**config.mk**
```make
export PLATFORM = sky130hd
export DESIGN_NAME = i2c_master_bit_sequencer_flat
export DESIGN_NICKNAME = d
export VERILOG_FILES = /design/src/hdl/i2cm_pkg.sv /design/src/hdl/i2cm_req_if.sv /design/src/hdl/i2cm_queue.sv /design/src/hdl/i2cm_engine.sv /design/src/hdl/i2c_master_bit_sequencer.sv /design/src/flat_wrapper.sv
export VERILOG_INCLUDE_DIRS = /design/src /design/src/hdl
export SDC_FILE = /design/constraint.sdc
export NUM_CORES = 1
export LEC_CHECK = 0
export BUFFER_PORTS_ARGS = -buffer_cell sky130_fd_sc_hd__buf_4
export CAP_MARGIN = 20
export CORE_MARGIN = 5
export CORE_UTILIZATION = 60
export CTS_BUF_LIST = sky130_fd_sc_hd__clkbuf_8
export DETAILED_ROUTE_END_ITERATION = 10
export PLACE_DENSITY = 0.88
export SLEW_MARGIN = 0
export SYNTH_ARGS = -nofsm -noshare
export SYNTH_HDL_FRONTEND = slang
export SYNTH_HIERARCHICAL = 1
export SYNTH_SLANG_ARGS = --single-unit
```
**constraint.sdc**
```tcl
create_clock -name clock -period 5.65 [get_ports clock]
set_input_delay 1.13 -clock clock [delete_from_list [all_inputs] [get_ports clock]]
set_output_delay 1.13 -clock clock [all_outputs]
set_load 0.01 [all_outputs]
```
**src/hdl/i2c_master_bit_sequencer_defines.svh**
```systemverilog
// Assertion macros for the I2C master bit sequencer.
// No dependencies.
`ifndef I2C_MASTER_BIT_SEQUENCER_DEFINES_SVH
`define I2C_MASTER_BIT_SEQUENCER_DEFINES_SVH
// Property that must hold on every clock edge outside reset.
`define I2CM_ASSERT(label, prop, msg) \
   label: assert property (@(posedge clock) disable iff (reset) (prop)) else $error(msg);
// Implication whose consequent is checked in the cycle after the antecedent.
`define I2CM_ASSERT_NEXT(label, ante, cons, msg) \
   label: assert property (@(posedge clock) disable iff (reset) (ante) |=> (cons)) \
      else $error(msg);
`endif

```
**src/hdl/i2cm_pkg.sv**
```systemverilog
// Package for the I2C master bit sequencer: constants, phase enum, item types.
// No dependencies.
package i2cm_pkg;
   localparam int MaxBytes = 16;
   localparam int BufIdxW = $clog2(MaxBytes);
   localparam int CntW = $clog2(MaxBytes + 1);

   localparam logic [1:0] OP_TICK  = 2'd0;
   localparam logic [1:0] OP_LOAD  = 2'd1;
   localparam logic [1:0] OP_WRITE = 2'd2;
   localparam logic [1:0] OP_READ  = 2'd3;

   typedef enum logic [3:0] {
      PH_IDLE, PH_ST_A, PH_ST_B, PH_ST_C, PH_TXB, PH_TXK_A, PH_TXK_B, PH_TXK_C,
      PH_RXB, PH_RXK_A, PH_RXK_B, PH_RXK_C, PH_SP_A, PH_SP_B, PH_SP_C
   } phase_type;

   typedef struct packed {
      logic [1:0] operation;
      logic       sda_sample;
      logic [7:0] data_byte;
      logic [6:0] target_addr;
      logic [7:0] reg_addr;
      logic [4:0] byte_count;
   } req_type;

   typedef struct packed {
      logic       scl_level;
      logic       sda_level;
      logic       busy_res;
      logic       done_res;
      logic       nacked;
      logic       rx_valid;
      logic [7:0] rx_byte;
      logic       rx_last;
      logic       wdt_feed;
   } rsp_type;
endpackage

```
**src/hdl/i2cm_req_if.sv**
```systemverilog
// Valid/ready channel interfaces for request and response beats.
// Depends on i2cm_pkg.
interface i2cm_req_if;
   import i2cm_pkg::*;
   logic    valid;
   logic    ready;
   req_type payload;
   modport source (output valid, output payload, input ready);
   modport sink (input valid, input payload, output ready);
endinterface

interface i2cm_rsp_if;
   import i2cm_pkg::*;
   logic    valid;
   logic    ready;
   rsp_type payload;
   modport source (output valid, output payload, input ready);
   modport sink (input valid, input payload, output ready);
endinterface

```
**src/hdl/i2cm_queue.sv**
```systemverilog
// Two-entry beat queue between the front and the back.
// Depends on i2cm_pkg.
module i2cm_queue (
   input  logic              clock,
   input  logic              reset,
   input  logic              in_valid,
   output logic              in_ready,
   input  i2cm_pkg::req_type in_data,
   output logic              out_valid,
   input  logic              out_ready,
   output i2cm_pkg::req_type out_data
);
   import i2cm_pkg::*;
   req_type    mem_ff [2];
   logic       wr_ff, wr_in, rd_ff, rd_in;
   logic [1:0] cnt_ff, cnt_in;
   logic       push, pop;

   assign in_ready  = (cnt_ff != 2'd2);
   assign out_valid = (cnt_ff != 2'd0);
   assign out_data  = mem_ff[rd_ff];
   assign push = in_valid && in_ready;
   assign pop  = out_valid && out_ready;

   always_comb begin
      wr_in  = push ? ~wr_ff : wr_ff;
      rd_in  = pop ? ~rd_ff : rd_ff;
      cnt_in = cnt_ff + {1'b0, push} - {1'b0, pop};
   end

   always_ff @(posedge clock) begin
      if (reset) begin
         wr_ff  <= 1'b0;
         rd_ff  <= 1'b0;
         cnt_ff <= 2'd0;
      end else begin
         wr_ff  <= wr_in;
         rd_ff  <= rd_in;
         cnt_ff <= cnt_in;
      end
   end

   always_ff @(posedge clock) begin
      if (push) mem_ff[wr_ff] <= in_data;
   end
endmodule

```
**src/hdl/i2cm_engine.sv**
```systemverilog
// Back end: bus phase sequencer, write buffer and result register.
// Depends on i2cm_pkg.
module i2cm_engine (
   input  logic              clock,
   input  logic              reset,
   input  logic              in_valid,
   output logic              in_ready,
   input  i2cm_pkg::req_type in_data,
   output logic              out_valid,
   input  logic              out_ready,
   output i2cm_pkg::rsp_type out_data
);
   import i2cm_pkg::*;

   phase_type           phase_ff, phase_in;
   logic [1:0]          unit_ff, unit_in;
   logic [2:0]          bit_ff, bit_in;
   logic [7:0]          shift_ff, shift_in;
   logic [CntW-1:0]     bidx_ff, bidx_in;
   logic [7:0]          buf_ff [MaxBytes];
   logic [CntW-1:0]     loaded_ff, loaded_in;
   logic [6:0]          addr_ff, addr_in;
   logic [7:0]          reg_ff, reg_in;
   logic [CntW-1:0]     hcnt_ff, hcnt_in;
   logic                rd_ff, rd_in, scl_ff, scl_in, sda_ff, sda_in, nack_ff, nack_in;
   logic                ov_ff;
   rsp_type             out_ff, rsp;
   logic                take, buf_we;
   logic [CntW-1:0]     cnt_w;
   logic [CntW:0]       bidx_p1;
   logic                last, fire;

   assign in_ready  = !ov_ff || out_ready;
   assign take      = in_valid && in_ready;
   assign out_valid = ov_ff;
   assign out_data  = out_ff;
   assign bidx_p1   = {1'b0, bidx_ff} + 1'b1;
   assign fire      = take && in_data.operation == OP_TICK && phase_ff != PH_IDLE;
   // byte_count saturated to the buffer depth
   assign cnt_w = (in_data.byte_count > 5'(MaxBytes)) ? CntW'(MaxBytes)
                                                      : CntW'(in_data.byte_count);

   always_comb begin
      phase_in = phase_ff; unit_in = unit_ff; bit_in = bit_ff; shift_in = shift_ff;
      bidx_in = bidx_ff; loaded_in = loaded_ff; addr_in = addr_ff; reg_in = reg_ff;
      hcnt_in = hcnt_ff; rd_in = rd_ff; scl_in = scl_ff; sda_in = sda_ff;
      nack_in = nack_ff; buf_we = 1'b0;
      rsp = '0;
      last = (unit_ff == 2'd1);
      if (take && in_data.operation != OP_TICK) begin
         if (phase_ff == PH_IDLE) begin
            if (in_data.operation == OP_LOAD) begin
               if (loaded_ff < CntW'(MaxBytes)) begin
                  buf_we = 1'b1;
                  loaded_in = loaded_ff + 1'b1;
               end
            end else begin
               addr_in = in_data.target_addr;
               reg_in  = in_data.reg_addr;
               nack_in = 1'b0; bidx_in = '0; unit_in = 2'd0;
               if (in_data.operation == OP_WRITE) begin
                  rd_in = 1'b0;
                  hcnt_in = (cnt_w < loaded_ff) ? cnt_w : loaded_ff;
                  loaded_in = '0;
               end else begin
                  rd_in = 1'b1;
                  hcnt_in = cnt_w;
               end
               shift_in = {in_data.target_addr, 1'b0};
               phase_in = PH_ST_A;
            end
         end
         rsp.busy_res = (phase_in != PH_IDLE);
      end else if (fire) begin
         rsp.busy_res = 1'b1;
         case (phase_ff)
            PH_ST_A: if (unit_ff == 2'd0) begin sda_in = 1'b1; scl_in = 1'b1; end
            PH_ST_B: if (unit_ff == 2'd0) sda_in = 1'b0;
            PH_ST_C: if (unit_ff == 2'd0) scl_in = 1'b0;
            PH_TXB: begin
               last = (unit_ff == 2'd3);
               case (unit_ff)
                  2'd0: scl_in = 1'b0;
                  2'd1: sda_in = shift_ff[bit_ff];
                  2'd2: scl_in = 1'b1;
                  default: rsp.wdt_feed = 1'b1;
               endcase
            end
            PH_TXK_A: if (unit_ff == 2'd0) scl_in = 1'b0; else sda_in = 1'b1;
            PH_TXK_B: if (unit_ff == 2'd0) begin
               scl_in = 1'b1; nack_in = in_data.sda_sample;
            end
            PH_TXK_C: if (unit_ff == 2'd0) scl_in = 1'b0;
            PH_RXB: begin
               last = (unit_ff == 2'd3);
               if (unit_ff == 2'd0) begin scl_in = 1'b0; sda_in = 1'b1; end
               else if (unit_ff == 2'd2) begin
                  scl_in = 1'b1;
                  if (in_data.sda_sample) shift_in[bit_ff] = 1'b1;
               end else if (unit_ff == 2'd3) rsp.wdt_feed = 1'b1;
            end
            PH_RXK_A: if (unit_ff == 2'd0) scl_in = 1'b0;
                      else sda_in = !(bidx_p1 < {1'b0, hcnt_ff});
            PH_RXK_B: if (unit_ff == 2'd0) scl_in = 1'b1;
            PH_RXK_C: if (unit_ff == 2'd0) scl_in = 1'b0;
            PH_SP_A: if (unit_ff == 2'd0) begin sda_in = 1'b0; scl_in = 1'b0; end
            PH_SP_B: if (unit_ff == 2'd0) scl_in = 1'b1;
            PH_SP_C: if (unit_ff == 2'd0) sda_in = 1'b1;
            default: ;
         endcase
         if (!last) unit_in = unit_ff + 2'd1;
         else begin
            unit_in = 2'd0;
            case (phase_ff)
               PH_ST_C: begin phase_in = PH_TXB; bit_in = 3'd7; end
               PH_TXB, PH_RXB: begin
                  if (bit_ff == 3'd0)
                     phase_in = (phase_ff == PH_TXB) ? PH_TXK_A : PH_RXK_A;
                  else bit_in = bit_ff - 3'd1;
               end
               PH_TXK_C: begin
                  if (nack_in) phase_in = PH_SP_A;
                  else if (!rd_ff) begin
                     rsp.wdt_feed = (bidx_ff != '0);
                     bidx_in = bidx_p1[CntW-1:0];
                     if (bidx_ff < hcnt_ff) begin
                        shift_in = buf_ff[bidx_ff[BufIdxW-1:0]];
                        bit_in = 3'd7; phase_in = PH_TXB;
                     end else phase_in = PH_SP_A;
                  end else if (bidx_ff == '0) begin
                     bidx_in = CntW'(1); shift_in = reg_ff; bit_in = 3'd7;
                     phase_in = PH_TXB;
                  end else if (bidx_ff == CntW'(1)) begin
                     bidx_in = CntW'(2); shift_in = {addr_ff, 1'b1};
                     phase_in = PH_ST_A;
                  end else begin
                     bidx_in = '0;
                     if (hcnt_ff == '0) phase_in = PH_SP_A;
                     else begin shift_in = '0; bit_in = 3'd7; phase_in = PH_RXB; end
                  end
               end
               PH_RXK_C: begin
                  rsp.rx_valid = 1'b1; rsp.rx_byte = shift_ff; rsp.wdt_feed = 1'b1;
                  rsp.rx_last = (bidx_p1 >= {1'b0, hcnt_ff});
                  bidx_in = bidx_p1[CntW-1:0];
                  if (bidx_p1 < {1'b0, hcnt_ff}) begin
                     shift_in = '0; bit_in = 3'd7; phase_in = PH_RXB;
                  end else phase_in = PH_SP_A;
               end
               PH_SP_C: begin
                  phase_in = PH_IDLE; rsp.done_res = 1'b1; rsp.nacked = nack_ff;
               end
               default: phase_in = phase_type'(phase_ff + 4'd1);
            endcase
         end
      end
      rsp.scl_level = scl_in;
      rsp.sda_level = sda_in;
   end

   always_ff @(posedge clock) begin
      if (reset) begin
         phase_ff <= PH_IDLE; unit_ff <= '0; bit_ff <= 3'd7; shift_ff <= '0;
         bidx_ff <= '0; loaded_ff <= '0; addr_ff <= '0; reg_ff <= '0;
         hcnt_ff <= '0; rd_ff <= 1'b0; scl_ff <= 1'b1; sda_ff <= 1'b1;
         nack_ff <= 1'b0; ov_ff <= 1'b0;
      end else begin
         phase_ff <= phase_in; unit_ff <= unit_in; bit_ff <= bit_in;
         shift_ff <= shift_in; bidx_ff <= bidx_in; loaded_ff <= loaded_in;
         addr_ff <= addr_in; reg_ff <= reg_in; hcnt_ff <= hcnt_in; rd_ff <= rd_in;
         scl_ff <= scl_in; sda_ff <= sda_in; nack_ff <= nack_in;
         if (take) ov_ff <= 1'b1;
         else if (out_ready) ov_ff <= 1'b0;
      end
   end

   always_ff @(posedge clock) begin
      if (take) out_ff <= rsp;
      if (buf_we) buf_ff[loaded_ff[BufIdxW-1:0]] <= in_data.data_byte;
   end
endmodule

```
**src/hdl/i2c_master_bit_sequencer.sv**
```systemverilog
// Top level of the I2C master bit sequencer: queue front, phase engine back.
// Depends on i2cm_pkg, i2cm_req_if/i2cm_rsp_if, i2cm_queue, i2cm_engine.
//
//  channel  dir  beat
//  req      in   operation, sda_sample, data_byte, target_addr, reg_addr, byte_count
//  rsp      out  scl/sda levels, busy, done, nacked, rx byte/valid/last, wdt_feed
//
// One beat per clock sustained while rsp is ready; each req beat yields one rsp beat.
// Each beat is registered in the queue, then in the engine's rsp register.
// The queue holds two beats, so req can still be taken under rsp stall until it fills.
// Reset is synchronous; bus lines come out of reset released high.
module i2c_master_bit_sequencer (
   input logic clock,
   input logic reset,
   i2cm_req_if.sink   req,
   i2cm_rsp_if.source rsp
);
   import i2cm_pkg::*;
`include "i2c_master_bit_sequencer_defines.svh"

   logic    q_valid, q_ready;
   req_type q_data;

   // front: accept and buffer request beats
   i2cm_queue u_queue (
      .clock(clock), .reset(reset),
      .in_valid(req.valid), .in_ready(req.ready), .in_data(req.payload),
      .out_valid(q_valid), .out_ready(q_ready), .out_data(q_data)
   );

   // back: run bus phases, one unit per tick beat
   i2cm_engine u_engine (
      .clock(clock), .reset(reset),
      .in_valid(q_valid), .in_ready(q_ready), .in_data(q_data),
      .out_valid(rsp.valid), .out_ready(rsp.ready), .out_data(rsp.payload)
   );

   `I2CM_ASSERT(a_done_busy, !(rsp.valid && rsp.payload.done_res) || rsp.payload.busy_res, "done without busy")
   `I2CM_ASSERT(a_nack_done, !(rsp.valid && rsp.payload.nacked) || rsp.payload.done_res, "nacked without done")
   `I2CM_ASSERT_NEXT(a_stall_hold, rsp.valid && !rsp.ready, rsp.valid && $stable(rsp.payload), "rsp dropped under stall")
endmodule

```
**src/flat_wrapper.sv**
```systemverilog
// flat-port wrapper written by rule: the top's interface ports become plain ports
module i2c_master_bit_sequencer_flat import i2cm_pkg::*;
  (clock, reset, req_valid, req_payload, req_ready, rsp_valid, rsp_payload, rsp_ready);
  i2cm_req_if req_i ();
  i2cm_rsp_if rsp_i ();
  input logic clock;
  input logic reset;
  input wire logic [$bits(req_i.valid)-1:0] req_valid;
  input wire logic [$bits(req_i.payload)-1:0] req_payload;
  output wire logic [$bits(req_i.ready)-1:0] req_ready;
  output wire logic [$bits(rsp_i.valid)-1:0] rsp_valid;
  output wire logic [$bits(rsp_i.payload)-1:0] rsp_payload;
  input wire logic [$bits(rsp_i.ready)-1:0] rsp_ready;
  assign req_i.valid = req_valid;
  assign req_i.payload = req_payload;
  assign req_ready = req_i.ready;
  assign rsp_valid = rsp_i.valid;
  assign rsp_payload = rsp_i.payload;
  assign rsp_i.ready = rsp_ready;
  i2c_master_bit_sequencer u_core (.clock(clock), .reset(reset), .req(req_i), .rsp(rsp_i));
endmodule
```
Word-level counts from Yosys, hierarchy flattened
Memories as Yosys holds them, arrays and structs flattened. A register that Yosys moved wholly into a read port is not among the register bits.
Cells that the tools add are included.
{"block": "totals", "reg_bits": 72, "ramBits": 190, "input_bits": 35, "output_inout_bits": 18, "n_memories": 2}
{"block": "op_classes", "add_sub_neg": 7, "magnitude_cmp": 8, "n_eq_ne": 32, "n_mux": 122, "bitwise_logic": 9, "n_reduce_logical": 42}
{"name": "u_core.u_engine.buf_ff", "depth": 16, "word_bits": 8, "read_ports": 1, "rd_ports_with_merged_regs": 1, "write_ports": 1, "line_no": "i2cm_engine.sv:20", "rtl": "logic [7:0] buf_ff [MaxBytes];"}
{"name": "u_core.u_queue.mem_ff", "depth": 2, "word_bits": 31, "read_ports": 1, "rd_ports_with_merged_regs": 1, "write_ports": 1, "line_no": "i2cm_queue.sv:14", "rtl": "req_type mem_ff [2];"}
{"cell": "8-bit 2-to-1 mux", "n": 16}
{"cell": "5-bit 2-to-1 mux", "n": 13}
{"cell": "4-bit 2-to-1 mux", "n": 15}
{"cell": "1-bit 2-to-1 mux", "n": 46}
{"cell": "3-bit 2-to-1 mux", "n": 10}
{"cell": "4-bit == test (second input constant)", "n": 7}
{"cell": "4-bit one-hot mux with 5 select lines", "n": 1}
{"cell": "4-bit by 3-bit == test with 1-bit output (second input constant)", "n": 4}
{"cell": "2-bit 2-to-1 mux", "n": 8}
{"cell": "8-bit one-hot mux with 2 select lines", "n": 1}
{"cell": "14-bit 2-to-1 mux", "n": 1}
{"cell": "13-bit 2-to-1 mux", "n": 1}
{"cell": "3-bit one-hot mux with 4 select lines", "n": 1}
{"cell": "2-bit nonzero test", "n": 6}
{"cell": "4-bit nonzero test", "n": 3}
{"cell": "4-bit OR reduction", "n": 3}
{"cell": "5-bit zero test", "n": 2}
{"cell": "5-bit < comparator", "n": 2}
{"cell": "10-bit 2-to-1 mux", "n": 1}
{"cell": "2-bit inequality test (second input constant)", "n": 5}
{"cell": "5-bit one-hot mux with 2 select lines", "n": 1}
{"cell": "10-bit AND reduction", "n": 1}
{"cell": "3-bit AND reduction", "n": 3}
{"cell": "3-bit OR reduction", "n": 3}
{"cell": "other kinds (41)", "n": 66}

Logic depth before layout (Yosys ltp)
{"block": "logic_depth", "ltp_word": 18, "ltp_mapped": 11, "ltp_nobuf": 10}

By module
Netlist, hierarchy kept.
{"module": "i2cm_engine", "n_inst": 1, "cells_per_inst": 805, "area_per_inst_um2": 9838.2, "seq_area_each_um2": 5445.2}
{"module": "i2cm_queue", "n_inst": 1, "cells_per_inst": 120, "area_per_inst_um2": 2595.0, "seq_area_each_um2": 1961.9}

Worst setup path after synthesis
No wires, ideal clock.
{"block": "synth_path", "path_type": "input-to-reg", "startpoint": "input rsp_ready", "endpoint": "memory u_core.u_engine.buf_ff[3][0], enable pin", "setup_time_ns": 0.383, "arrival_ns": 2.608, "required_ns": 5.267, "setup_slack_ns": 2.659, "stages": 6, "path_buffers": 1, "path_cell_list": "nand2b_1 > clkbuf_1 > nand3_1 > nor2_1 > nand2_1 > nor3_1"}
{"block": "synth_via", "elab_chain_cells": 6}
{"item": "from (decl)", "line_no": "flat_wrapper.sv:13", "rtl": "input wire logic [$bits(rsp_i.ready)-1:0] rsp_ready;"}
{"item": "1-bit logical OR", "line_no": "i2cm_engine.sv:33", "rtl": "assign in_ready = !ov_ff || out_ready;"}
{"item": "net u_core.q_ready", "line_no": "i2c_master_bit_sequencer.sv:21", "rtl": "logic q_valid, q_ready;"}
{"item": "1-bit logical AND", "line_no": "i2cm_engine.sv:34", "rtl": "assign take = in_valid && in_ready;"}
{"item": "1-bit logical AND", "line_no": "i2cm_engine.sv:50", "rtl": "if (take && in_data.operation != OP_TICK) begin"}
{"item": "1-bit 2-to-1 mux", "line_no": "i2cm_engine.sv:50"}
{"item": "1-bit 2-to-1 mux", "line_no": "i2cm_engine.sv:179", "rtl": "if (buf_we) buf_ff[loaded_ff[BufIdxW-1:0]] <= in_data.data_byte;"}
{"item": "1-bit 2-to-1 mux (implied by the code)", "line_no": "i2cm_engine.sv:179"}
{"item": "to (decl)", "line_no": "i2cm_engine.sv:20"}
The timed path passes the listed nets, and every way through them passes these cells.

Worst setup path after layout
{"block": "layout_path", "startpoint": "register u_core.u_engine.phase_ff[0]", "endpoint": "memory u_core.u_engine.buf_ff[1][6], enable pin"}
{"block": "layout_via", "elab_chain_cells": 5}
{"item": "from (decl)", "line_no": "i2cm_engine.sv:15", "rtl": "phase_type phase_ff, phase_in;"}
{"item": "from (signal assigned)", "line_no": "i2cm_engine.sv:168", "rtl": "phase_ff <= phase_in; unit_ff <= unit_in; bit_ff <= bit_in;"}
{"item": "4-bit zero test", "line_no": "i2cm_engine.sv:51", "rtl": "if (phase_ff == PH_IDLE) begin"}
{"item": "1-bit 2-to-1 mux", "line_no": "i2cm_engine.sv:51"}
{"item": "1-bit 2-to-1 mux", "line_no": "i2cm_engine.sv:50"}
{"item": "1-bit 2-to-1 mux", "line_no": "i2cm_engine.sv:179"}
{"item": "1-bit 2-to-1 mux (implied by the code)", "line_no": "i2cm_engine.sv:179"}
No other way between the ends.

==> impl_results.html <==
<table>
<tr><th>Metric</th><th>Value</th></tr>
<tr><th colspan="2">Status</th></tr>
<tr><td>Status</td><td>complete, no violations</td></tr>
<tr><th colspan="2">STA</th></tr>
<tr><td>Worst Skew</td><td>0.0181 ns</td></tr>
<tr><td>Fin. Hold Viols</td><td>0</td></tr>
<tr><td>Remaining max-slew budget at the tightest pin</td><td>0.278</td></tr>
<tr><td>Hold slack</td><td>0.462 ns</td></tr>
<tr><td>Final setup fails</td><td>0</td></tr>
<tr><td>Part of the cycle the worst path needs</td><td>0.704</td></tr>
<tr><td>Pin slew with the least headroom to its limit</td><td>1.07 ns</td></tr>
<tr><td>Sum Neg Setup Slack</td><td>0 ns</td></tr>
<tr><td>Max Clk Rate</td><td>252 MHz</td></tr>
<tr><td>Final period demand of the worst path</td><td>3.98 ns</td></tr>
<tr><td>RSZ-0062 raised after global routing</td><td>no</td></tr>
<tr><td>Final max-slew violation count</td><td>0</td></tr>
<tr><th colspan="2">Synth</th></tr>
<tr><td>Number of enable-type register cells in the synthesized netlist</td><td>206</td></tr>
<tr><td>Post-Syn Area</td><td>0.0124 mm^2</td></tr>
<tr><td>Primary FF master, synth</td><td>sky130_fd_sc_hd__edfxtp_1</td></tr>
<tr><td>Synthesized area per cell</td><td>13.4 um^2</td></tr>
<tr><td>Yosys synthesis warning count</td><td>6</td></tr>
<tr><td>Number of library cell types mapped by synthesis</td><td>80</td></tr>
<tr><td>Post-synth ARST share</td><td>0</td></tr>
<tr><td>Flip-flop and latch count after synthesis</td><td>267</td></tr>
<tr><td>Mapped Nets</td><td>994</td></tr>
<tr><td>Cell count after synthesis</td><td>925</td></tr>
<tr><td>Register area share after synthesis</td><td>0.596</td></tr>
<tr><th colspan="2">CTS</th></tr>
<tr><td>Number of buffers on the longest clock path</td><td>3</td></tr>
<tr><td>Worst skew pair latency</td><td>0.54 ns</td></tr>
<tr><td>Number of levels in the clock H-tree</td><td>2</td></tr>
<tr><td>Post-CTS Setup Repair Bufs</td><td>0</td></tr>
<tr><td>PostCTS Resize Cnt</td><td>0</td></tr>
<tr><td>Post-CTS clock slew at the launch and capture registers of the worst setup and hold paths</td><td>0.06 ns</td></tr>
<tr><td>Number of clock sinks seen by CTS</td><td>267</td></tr>
<tr><td>TritonCTS Buffers</td><td>41</td></tr>
<tr><td>Clk root buf</td><td>sky130_fd_sc_hd__clkbuf_8</td></tr>
<tr><td>TritonCTS clock tree</td><td>built</td></tr>
<tr><td>Hold Buf Count CTS</td><td>0</td></tr>
<tr><th colspan="2">Setup path</th></tr>
<tr><td>Worst EP required</td><td>5.80 ns</td></tr>
<tr><td>WP data arrival</td><td>4.12 ns</td></tr>
<tr><td>Type of destination of the critical path</td><td>flop</td></tr>
<tr><td>Worst-case register-to-register setup slack</td><td>1.67 ns</td></tr>
<tr><td>Worst flop-to-flop path endpoint</td><td>u_core/u_engine/buf_ff[1][6]</td></tr>
<tr><td>Startpoint of the most critical setup path</td><td>u_core/u_engine/phase_ff[0]</td></tr>
<tr><td>Crit path max fanout</td><td>19</td></tr>
<tr><td>Cell depth of the worst flop-to-flop path</td><td>7</td></tr>
<tr><td>Critical path launch point type</td><td>flop</td></tr>
<tr><td>Worst r2r src</td><td>u_core/u_engine/phase_ff[0]</td></tr>
<tr><td>WS Path Type</td><td>flop to flop</td></tr>
<tr><th colspan="2">Global route</th></tr>
<tr><td>Aggregate global-route resource usage</td><td>0.239</td></tr>
<tr><td>Antenna violations before repair</td><td>0</td></tr>
<tr><td>Pin count of the biggest net entering global routing</td><td>55</td></tr>
<tr><td>Global-route wire length before repair</td><td>44.8 mm</td></tr>
<tr><td>Number of global-route vias before repair</td><td>8054</td></tr>
<tr><td>Gr ovfl total</td><td>0</td></tr>
<tr><th colspan="2">Hold path</th></tr>
<tr><td>Startpoint of the tightest hold check path</td><td>u_core/u_engine/addr_ff[4]</td></tr>
<tr><td>WHS Endpoint</td><td>u_core/u_engine/addr_ff[4]</td></tr>
<tr><td>Hold Path Stages</td><td>2</td></tr>
<tr><td>Worst hold path class</td><td>flop to flop</td></tr>
<tr><th colspan="2">Finish</th></tr>
<tr><td>Commonest cells after routing, fill and taps aside</td><td>206 x sky130_fd_sc_hd__edfxtp_1, 77 x sky130_fd_sc_hd__nand2_1, 66 x sky130_fd_sc_hd__nor2_1</td></tr>
<tr><td>Area growth, synth to finish</td><td>10.6%</td></tr>
<tr><td>Most common library cell in the layout ignoring fill and taps</td><td>sky130_fd_sc_hd__edfxtp_1</td></tr>
<tr><td>Number of diodes added for antenna fixing</td><td>0</td></tr>
<tr><td>Net count reported at finish</td><td>1051</td></tr>
<tr><td>Fraction of final layout cells with drive strength greater than 1</td><td>0.182</td></tr>
<tr><th colspan="2">Floorplan</th></tr>
<tr><td>Starting density of the core</td><td>0.612</td></tr>
<tr><td>Die width</td><td>154 um</td></tr>
<tr><td>Core footprint</td><td>0.0203 mm^2</td></tr>
<tr><td>Std cell rows</td><td>52</td></tr>
<tr><td>Die height</td><td>154 um</td></tr>
<tr><td>I/O pin count</td><td>53</td></tr>
<tr><td>Die Area</td><td>0.0237 mm^2</td></tr>
<tr><th colspan="2">Flow run</th></tr>
<tr><td>Max-cap viol count</td><td>0</td></tr>
<tr><th colspan="2">Drt</th></tr>
<tr><td>Met1 layer wirelength in the final routing</td><td>11.3 mm</td></tr>
<tr><td>Vias/cell</td><td>6.49</td></tr>
<tr><td>Met3 WL</td><td>3.30 mm</td></tr>
<tr><td>Final WL</td><td>28.9 mm</td></tr>
<tr><td>Average detailed-routed wire length per instance</td><td>22.5 um</td></tr>
<tr><td>Number of optimization iterations in the first detailed-route pass</td><td>8</td></tr>
<tr><td>Count of routing violations after the opening detailed-route iteration</td><td>1131</td></tr>
<tr><td>Antenna-violating nets left</td><td>0</td></tr>
<tr><td>Highest metal layer with signal wires</td><td>met4</td></tr>
<tr><td>Amount of wire on met2 after detailed routing</td><td>13.5 mm</td></tr>
<tr><td>Via count of the routed design</td><td>8317</td></tr>
<tr><td>Remaining DRCs</td><td>0</td></tr>
<tr><th colspan="2">Placed design</th></tr>
<tr><td>Sum of net half-perimeters after detailed placement</td><td>19.6 mm</td></tr>
<tr><td>Routability congestion estimate from global placement</td><td>0.952</td></tr>
<tr><td>Input/output buffers</td><td>52</td></tr>
<tr><th colspan="2">Pwr</th></tr>
<tr><td>Power per cell area</td><td>393 mW/mm^2</td></tr>
<tr><td>Max rail drop VDD</td><td>305 uV</td></tr>
<tr><td>Lkg Pwr</td><td>4.77 nW</td></tr>
</table>
-- logic make-up after synthesis --
group / Yosys count / share of synthesized area
AOI/OAI and AO/OA: 182 / 0.100
xor gates and xnor gates: 9 / 0.00694
adders and majority gates: 35 / 0.0350
buffers and inverters: 80 / 0.0301
DFF: 267 / 0.596
muxes: 85 / 0.126
and+or+nand+nor: 267 / 0.106
-- metrics by stage --
step / worst slack, ns / power, mW / cell area, um^2 / cells / utilization
after global placement: 1.96 / 3.85 / 13000 / 1206 / 0.639
after global routing: 1.42 / 5.65 / 13800 / 1282 / 0.678
after floorplan: 2.66 / 3.47 / 12400 / 925 / -
after detailed placement: 1.80 / 3.90 / 13000 / 1206 / 0.639
after CTS: 1.79 / 5.40 / 13700 / 1279 / 0.677
final: 1.67 / 5.41 / 13800 / 1282 / 0.678
-- worst max path at each step --
stage	to
4_1_cts	u_core/u_engine/buf_ff[0][3]
3_3_place_gp	u_core/u_engine/buf_ff[2][3]
3_5_place_dp	u_core/u_engine/buf_ff[0][3]
6_report	u_core/u_engine/buf_ff[1][6]
5_1_grt	u_core/u_engine/buf_ff[1][6]
2_1_floorplan	u_core/u_engine/buf_ff[3][0]
-- report_power, final --
part	switching, mW	total (mW)	leakage [nW]	internal, mW
Clock	0.713	1.50	0.415	0.787
Sequential	0.112	2.52	2.38	2.41
Combinational	0.874	1.39	1.97	0.513
-- per-layer routing --
metal	GRT usage	vias up
met2	0.370	545
met4	0.0782	0
met3	0.0526	74
li1	-	3705
met1	0.341	3993
met5	0	-
-- registers in the layout, summed over array words and instances (netlist names), 2 cells and up, named ones only --
name	cells
u_core/u_engine/addr_ff	7
u_core/u_engine/bidx_ff	5
u_core/u_engine/bit_ff	3
u_core/u_engine/buf_ff	128
u_core/u_engine/hcnt_ff	5
u_core/u_engine/loaded_ff	5
u_core/u_engine/out_data	16
u_core/u_engine/phase_ff	4
u_core/u_engine/reg_ff	8
u_core/u_engine/shift_ff	8
u_core/u_engine/unit_ff	2
u_core/u_queue/cnt_ff	2
u_core/u_queue/mem_ff	62
-- cell usage after synthesis (all sizes together) (4+ instances only) --
cell / n / area, um^2
a221oi: 4 / 35.0
mux2: 35 / 510
clkbuf: 35 / 131
nand3: 19 / 95.1
o211ai: 13 / 97.6
and2: 13 / 81.3
o21ai: 22 / 110
inv: 31 / 116
nor2b: 12 / 75.1
a31o: 5 / 43.8
nor4: 9 / 56.3
o221ai: 5 / 43.8
o21a: 5 / 38.8
mux4: 39 / 950
or3: 6 / 37.5
dfxtp: 61 / 1220
a21o: 5 / 37.5
a311oi: 6 / 52.6
a31oi: 16 / 100
xnor2: 6 / 52.6
a211o: 4 / 35.0
or2: 4 / 25.0
nor3b: 4 / 30.0
nand2: 78 / 295
nor3: 18 / 90.1
o22ai: 4 / 25.0
a21boi: 4 / 30.0
buf: 14 / 126
nand4: 6 / 37.5
and3: 4 / 25.0
a21oi: 48 / 240
nor2: 67 / 251
edfxtp: 206 / 6190
ha: 34 / 425
a211oi: 9 / 67.6
mux2i: 11 / 110
nand2b: 10 / 65.1
-- layout make-up --
| cell class | count | area [um^2] |
|---|---|---|
| Clock inverter | 31 | 193 |
| Sequential cell | 267 | 7410 |
| Tap cell | 270 | 338 |
| Multi-Input combinational cell | 578 | 4650 |
| Timing Repair Buffer | 63 | 465 |
| Clock buffer | 42 | 578 |
| Inverter | 31 | 116 |
| Fill cell | 1399 | 6550 |
-- worst max-delay path, cell delays in order (launching register included) --
cell and delay, ns:
sky130_fd_sc_hd__dfxtp_1 0.36, sky130_fd_sc_hd__inv_1 0.14, sky130_fd_sc_hd__ha_1 0.54, sky130_fd_sc_hd__nor3b_1 0.59
sky130_fd_sc_hd__nand3_1 0.34, sky130_fd_sc_hd__nor2_1 0.50, sky130_fd_sc_hd__nand2_1 0.24, sky130_fd_sc_hd__nor3_1 0.87
Note: power is estimated with default switching activity, not from simulation.
